--- config.mk ---
export PLATFORM = sky130hd
export DESIGN_NAME = opmac_cell
export DESIGN_NICKNAME = d
export VERILOG_FILES = /design/src/hdl/opmac_pkg.sv /design/src/hdl/opmac_cell.sv
export SDC_FILE = /design/constraint.sdc
export NUM_CORES = 1
export LEC_CHECK = 0
export ABC_AREA = 1
export BUFFER_PORTS_ARGS = -buffer_cell sky130_fd_sc_hd__buf_2
export CAP_MARGIN = 20
export CORE_UTILIZATION = 48
export CTS_CLUSTER_DIAMETER = 50
export CTS_CLUSTER_SIZE = 28
export DETAILED_ROUTE_END_ITERATION = 10
export GPL_TIMING_DRIVEN = 0
export PLACE_DENSITY = 0.78
export SLEW_MARGIN = 20
export SYNTH_ARGS = -nofsm -noshare
export SYNTH_HDL_FRONTEND = slang
export SYNTH_SLANG_ARGS = --single-unit
--- constraint.sdc ---
create_clock -name clock -period 6.7 [get_ports clock]
set_clock_uncertainty 0.05 [all_clocks]
set_input_delay 1.675 -clock clock [delete_from_list [all_inputs] [get_ports clock]]
set_output_delay 1.675 -clock clock [all_outputs]
set_load 0.005 [all_outputs]
--- src/hdl/opmac_pkg.sv ---
// Shared types and constants for the 4x4 outer-product MAC tile.
// No dependencies; every other file of the tile but opmac_chan_if imports this package.
package opmac_pkg;

   // Tile geometry and field widths
   localparam int TILE      = 4;
   localparam int OPND_BITS = 16;
   localparam int PROD_BITS = 2 * OPND_BITS;
   localparam int OUT_BITS  = 48;
   localparam int ROW_BITS  = 2;
   localparam int CNT_BITS  = 3;

   // Input transfer: one A column and one B row at a single depth step
   typedef struct packed {
      logic signed [OPND_BITS-1:0] a_row0;
      logic signed [OPND_BITS-1:0] a_row1;
      logic signed [OPND_BITS-1:0] a_row2;
      logic signed [OPND_BITS-1:0] a_row3;
      logic signed [OPND_BITS-1:0] b_col0;
      logic signed [OPND_BITS-1:0] b_col1;
      logic signed [OPND_BITS-1:0] b_col2;
      logic signed [OPND_BITS-1:0] b_col3;
      logic                        last_step;
   } req_payload_type;

   // Result transfer: one row of the C tile
   typedef struct packed {
      logic [ROW_BITS-1:0]        row_index;
      logic signed [OUT_BITS-1:0] c_col0;
      logic signed [OUT_BITS-1:0] c_col1;
      logic signed [OUT_BITS-1:0] c_col2;
      logic signed [OUT_BITS-1:0] c_col3;
      logic                       last_row;
   } rsp_payload_type;

   // Control shared by all cells of the tile
   typedef struct packed {
      logic load;     // capture new operands into the product register
      logic commit;   // add the registered product into the accumulator
      logic clear;    // final step of a tile: hand off the sum and zero the accumulator
      logic advance;  // shift the drain chain one row toward the output
   } cell_ctrl_type;

endpackage

--- src/hdl/opmac_cell.sv ---
// One multiply-accumulate cell of the tile plus its slot in the drain chain.
// Depends on opmac_pkg.
module opmac_cell #(
   parameter int ACC_BITS = 48
) (
   input  logic                                 clock,
   input  logic                                 reset,
   input  opmac_pkg::cell_ctrl_type             ctrl,
   input  logic signed [opmac_pkg::OPND_BITS-1:0] a_in,
   input  logic signed [opmac_pkg::OPND_BITS-1:0] b_in,
   input  logic signed [opmac_pkg::OUT_BITS-1:0]  drain_from,
   output logic signed [opmac_pkg::OUT_BITS-1:0]  drain_out
);
   import opmac_pkg::*;

   localparam logic signed [ACC_BITS-1:0] ACC_MAX = {1'b0, {(ACC_BITS-1){1'b1}}};
   localparam logic signed [ACC_BITS-1:0] ACC_MIN = {1'b1, {(ACC_BITS-1){1'b0}}};
   localparam logic signed [OUT_BITS-1:0] OUT_MAX = {1'b0, {(OUT_BITS-1){1'b1}}};
   localparam logic signed [OUT_BITS-1:0] OUT_MIN = {1'b1, {(OUT_BITS-1){1'b0}}};

   logic signed [PROD_BITS-1:0] prod_ff;
   logic signed [ACC_BITS-1:0]  acc_ff, acc_in;
   logic signed [OUT_BITS-1:0]  drain_ff, drain_in;
   logic signed [ACC_BITS:0]    sum;
   logic signed [ACC_BITS-1:0]  sat_sum;
   logic signed [OUT_BITS-1:0]  sat_out;

   // Register the product ahead of the adder
   always_ff @(posedge clock) begin
      if (ctrl.load) begin
         prod_ff <= a_in * b_in;
      end
   end

   // Add one bit of headroom, then clamp to the accumulator range
   always_comb begin
      sum = (ACC_BITS+1)'(acc_ff) + (ACC_BITS+1)'(prod_ff);
      if (sum[ACC_BITS] != sum[ACC_BITS-1]) begin
         sat_sum = sum[ACC_BITS] ? ACC_MIN : ACC_MAX;
      end else begin
         sat_sum = sum[ACC_BITS-1:0];
      end
   end

   // Fit the accumulator to the output width
   generate
      if (ACC_BITS > OUT_BITS) begin : g_clamp
         logic [ACC_BITS-OUT_BITS:0] upper;
         always_comb begin
            upper = sat_sum[ACC_BITS-1:OUT_BITS-1];
            if ((&upper) || !(|upper)) begin
               sat_out = sat_sum[OUT_BITS-1:0];
            end else if (sat_sum[ACC_BITS-1]) begin
               sat_out = OUT_MIN;
            end else begin
               sat_out = OUT_MAX;
            end
         end
      end else begin : g_extend
         assign sat_out = OUT_BITS'(sat_sum);
      end
   endgenerate

   // Accumulate, or restart the tile after the final step
   always_comb begin
      acc_in = acc_ff;
      if (ctrl.commit) begin
         acc_in = ctrl.clear ? '0 : sat_sum;
      end
   end

   always_ff @(posedge clock) begin
      if (reset) begin
         acc_ff <= '0;
      end else begin
         acc_ff <= acc_in;
      end
   end

   // Load the finished sum or take the value of the neighbor below
   always_comb begin
      drain_in = drain_ff;
      priority if (ctrl.commit && ctrl.clear) begin
         drain_in = sat_out;
      end else if (ctrl.advance) begin
         drain_in = drain_from;
      end
   end

   always_ff @(posedge clock) begin
      drain_ff <= drain_in;
   end

   assign drain_out = drain_ff;

endmodule

# ---- Word-level counts from Yosys, hierarchy flattened
# Cells that the tools add are included.
dict set report word_totals {
  reg_bits 128
  latch_bits 0
  mem_bits_rw 0
  mem_bits_ro 0
  inputBits 86
  out_inout_bits 48
  wordCells 13
  memories 0
}
dict set report classes {
  n_addsub 1
  multipliers 1
  div 0
  magnitude_cmp 0
  eq_ne 1
  shift 0
  muxes 5
  bitwise 0
  reduce_logical 2
}
# op n
set op_table {}
lappend op_table {{$mux 48} 5}
lappend op_table {{$add 48x32->49} 1}
lappend op_table {{$mul 16x16->32} 1}
lappend op_table {{$reduce_bool 2->1} 1}
lappend op_table {{$logic_and 1x1->1} 1}
lappend op_table {{$ne 1x1->1} 1}

# ---- Depth between registers and ports, before layout
dict set report depth {
  word_depth 4
  mapped_depth 27
  mapped_depth_nobuf 25
}

# ---- Worst setup path after synthesis
# OpenSTA, ideal clock, no wires.
dict set report synth_timing {
  kind {input to register}
  startpoint {in b_in[3] (netlist bit)}
  endpoint {reg prod_ff[31], data pin}
  setup_time_ps 261
  arrival_ps 6916
  required_time_ps 6389
  setup_slack_ps -526
  path_stages 24
  path_buffers 2
  cell_sequence {clkbuf_1 clkbuf_1 nand2_1 inv_1 fa_1 fa_1 inv_1 fa_1 fa_1 inv_1 fa_1 inv_1 fa_1 inv_1 ha_1 nand2_1 nor4_1 nand3_1 nand3_1 nand3_1 nand2_1 nand2_1 nand2_1 xor2_1}
}
dict set report synth_via {
  elab_chain_cells 1
}
# element line
set synth_lines {}
lappend synth_lines {{start, declared} opmac_cell.sv:10} ;# input logic signed [opmac_pkg::OPND_BITS-1:0] b_in,
lappend synth_lines {{$mul 16x16->32} opmac_cell.sv:31} ;# prod_ff <= a_in * b_in;
lappend synth_lines {{end signal, assigned} opmac_cell.sv:31}
lappend synth_lines {{end, declared} opmac_cell.sv:21} ;# logic signed [PROD_BITS-1:0] prod_ff;
# No other way between the ends.
# A chain may end at the register's enable or synchronous reset.

# ---- Final worst setup path
dict set report layout_timing {
  startpoint {in a_in[1] (netlist bit)}
  endpoint {reg prod_ff[28], data pin}
}
dict set report layout_via {
  elab_chain_cells 1
}
# element line
set layout_lines {}
lappend layout_lines {{start, declared} opmac_cell.sv:9} ;# input logic signed [opmac_pkg::OPND_BITS-1:0] a_in,
lappend layout_lines {{$mul 16x16->32} opmac_cell.sv:31}
# No other way between the ends.

==> results_dict.tcl <==
set metrics [dict create \
    outcome "complete, no violations" \
    synth.area.mux_share 0 \
    r2r_slack_ns 3.02 \
    yosys.area.top_type "fa_1" \
    dr_total_vias 17000 \
    start_util 0.490 \
    clk_path_buf_depth 2 \
    final-instance-count-excl-fill 3286 \
    setup_violations 0 \
    yosys.area_share.xor_xnor 0.0308 \
    worstRegToRegCells 15 \
    yosys-top-cells-area "fa_1 28%, nand2_1 15%, edfxtp_1 13%, inv_1 11%, ha_1 8.5%" \
    fmax_mhz 150 \
    dp_cells 3202 \
    cts_max_level 4 \
    layout_common_cells "767 x nand2_1, 553 x inv_1, 245 x fa_1, 133 x nand3_1, 122 x a21oi_1" \
    clkSinkCount 128 \
    synth_top_family_by_area "adder cells" \
    routedWlPerCell_um 17.2 \
    cp_slowest_cell "fa_2" \
    drv_slew 0 \
    hold_buffers 0 \
    grt_usage 0.280 \
    layout_min_cycle_time_ns 6.66 \
    syn_area_um2 19100 \
    routed_wl_um 56600 \
    ys_seq_area_frac 0.176 \
    maxCapViolCount 0 \
    fin_crit_sh 0.994 \
    dieHeight_um 201 \
    grt_pass1_vias 17400 \
    synthAdderAreaFrac 0.361 \
    syn2layout_area_growth_pct 16.7 \
    grt_max_degree 49 \
    place_congestion 0.934 \
    drt_iter0_markers 1210 \
    worstPathArrival_ns 6.80 \
    crit_top_cell "fa_1" \
    crit_start "a_in[1]" \
    place.port_buffers 105 \
    final-hold-violation-count 0 \
    drc 0 \
    diodes 0 \
    yosysUniqueCellTypes 38 \
    grt-ovfl-total 0 \
    ys_warn_count 0 \
    ys_seq_elements 128 \
    synth_compound_area_frac 0.0504 \
    crit_chain "buf_2, buf_6, nor2_1, fa_1, fa_1, fa_1, fa_2, fa_1, fa_1, ha_4, nand2_4, inv_2, nand2_1, nor2_2, nand4_1, nand3_2, nand2_1, o211ai_1, a21oi_1, xor2_1" \
    dp_hpwl_um 46200 \
    hold_path.class "register to register" \
    endpoint_kind "register" \
    synth_area_per_cell_um2 7.40 \
    rr_startpoint "prod_ff[31]" \
    final_antenna_net_count 0 \
    nFillCells 3528 \
    timing.rr.end "drain_out[16]" \
    die_x_um 201 \
    viasPerCell 5.16 \
    grt_pass1_wl_um 89000 \
    fin_nets 3234 \
    dr.pass1.iters 7 \
    tritoncts "yes" \
    syn_inst 2579 \
    drive_gt1_frac 0.153 \
    ios 134 \
    layout_commonest_cell "nand2_1" \
    yosys.area_share.simple 0.243 \
    clk_pin_slew_worst_paths_ns 0.06 \
    netlist.area_leader.share 0.276 \
    die-area_um2 40500 \
    synth.net_count 3058 \
    tightest_slew_ns 0.866 \
    cts_root_buf "clkbuf_16" \
    final.setup.tns_ns 0 \
    worst_setup_path_start_kind "input pin" \
    rsz0062_at_grt "true" \
    path_max_fanout 10 \
    num_rows 72 \
    slowest_delay_ns 0.60 \
    numCtsBuffers 17 \
    antenna_found_initial 0 \
    path_class "input pin to register" \
    clock_latency_ns 0.45 \
    critPathRequiredTime_ns 6.84 \
    cp-endpoint "prod_ff[28]" \
    coreArea_um2 38900 \
    relSlewSlack 0.423 \
]
-- critical path: cells and delay by family --
kind | cells | cell delay, ns
adders and majority gates | 7 | 3.39
and+or+nand+nor | 7 | 0.75
buffers and inverters | 3 | 0.51
AOI/OAI and AO/OA | 2 | 0.27
xor gates and xnor gates | 1 | 0.18
-- final cells by class --
cell class,count,area [um^2],area share
Tap cell,518,648,0.0291
Clock inverter,13,193,0.00866
Buffer,97,945,0.0424
Sequential cell,128,3360,0.151
Clock buffer,19,433,0.0195
Multi-Input combinational cell,1764,13400,0.603
Inverter,590,2220,0.100
Timing Repair Buffer,157,1030,0.0464
-- state kept, by name (all words and copies together), names as in the netlist --
name	count
prod_ff	32
acc_ff	48
drain_out	48
-- how the worst min path moves through the flow --
stage / depth (start not counted) / to / from
6_report: 2 / acc_ff[47] / acc_ff[47]
3_5_place_dp: 2 / acc_ff[28] / acc_ff[28]
3_3_place_gp: 2 / acc_ff[36] / acc_ff[36]
5_1_grt: 2 / acc_ff[16] / acc_ff[16]
4_1_cts: 2 / acc_ff[47] / acc_ff[47]
2_1_floorplan: 2 / acc_ff[0] / acc_ff[0]
-- cell families (layout without fill, tap and decap cells) --
kind of cell,after synthesis,count (layout)
fa+ha+maj,393,393
flops,128,128
buf+inv,687,876
simple gates,1125,1125
compound gates,179,179
xor+xnor,67,67
-- routing by layer --
layer / wire length (um) / GRT usage
met1: 22900 / 0.342
met2: 27900 / 0.495
met3: 3500 / 0.0369
met4: 2280 / 0.121
met5: 0 / 0
-- stage by stage --
step	util	area (um^2)	hold slack, ns	worst slack (ns)
CTS	0.551	21400	0.423	0.00170
global placement	0.528	20600	0.405	-0.970
finish	0.572	22300	0.422	0.0427
global route	0.572	22300	0.436	-0.116
floorplan	-	19400	0.399	-0.0409
detailed placement	0.528	20600	0.414	-0.969
-- Yosys cell counts --
master,n
a21boi_0,3
a21o_1,3
a21oi_1,128
a21oi_2,1
a221oi_1,1
a31oi_1,4
and2_1,2
buf_1,5
buf_2,13
buf_4,2
buf_6,3
clkbuf_1,74
dfxtp_1,48
edfxtp_1,80
fa_1,263
ha_1,130
inv_1,580
inv_2,10
nand2_1,786
nand2_2,36
nand3_1,137
nand3_2,2
nand3b_1,2
nand4_1,19
nor2_1,107
nor2_2,13
nor2_4,3
nor3_1,11
nor4_1,3
o211ai_1,1
o21a_1,1
o21ai_0,24
o21bai_1,11
o221ai_1,1
o31ai_1,1
or2_2,4
xnor2_1,37
xor2_1,30
-- timing repair --
item / CTS / global route
resized for setup: 57 / 190
endpoints found under the setup margin: 16 / 13
gates cloned: 2 / 2
pin swaps: 10 / 72
setup buffers: 2 / 46
Power is not shown: default switching activity piles up to over one toggle a cycle in this logic, so the estimate is an artifact.
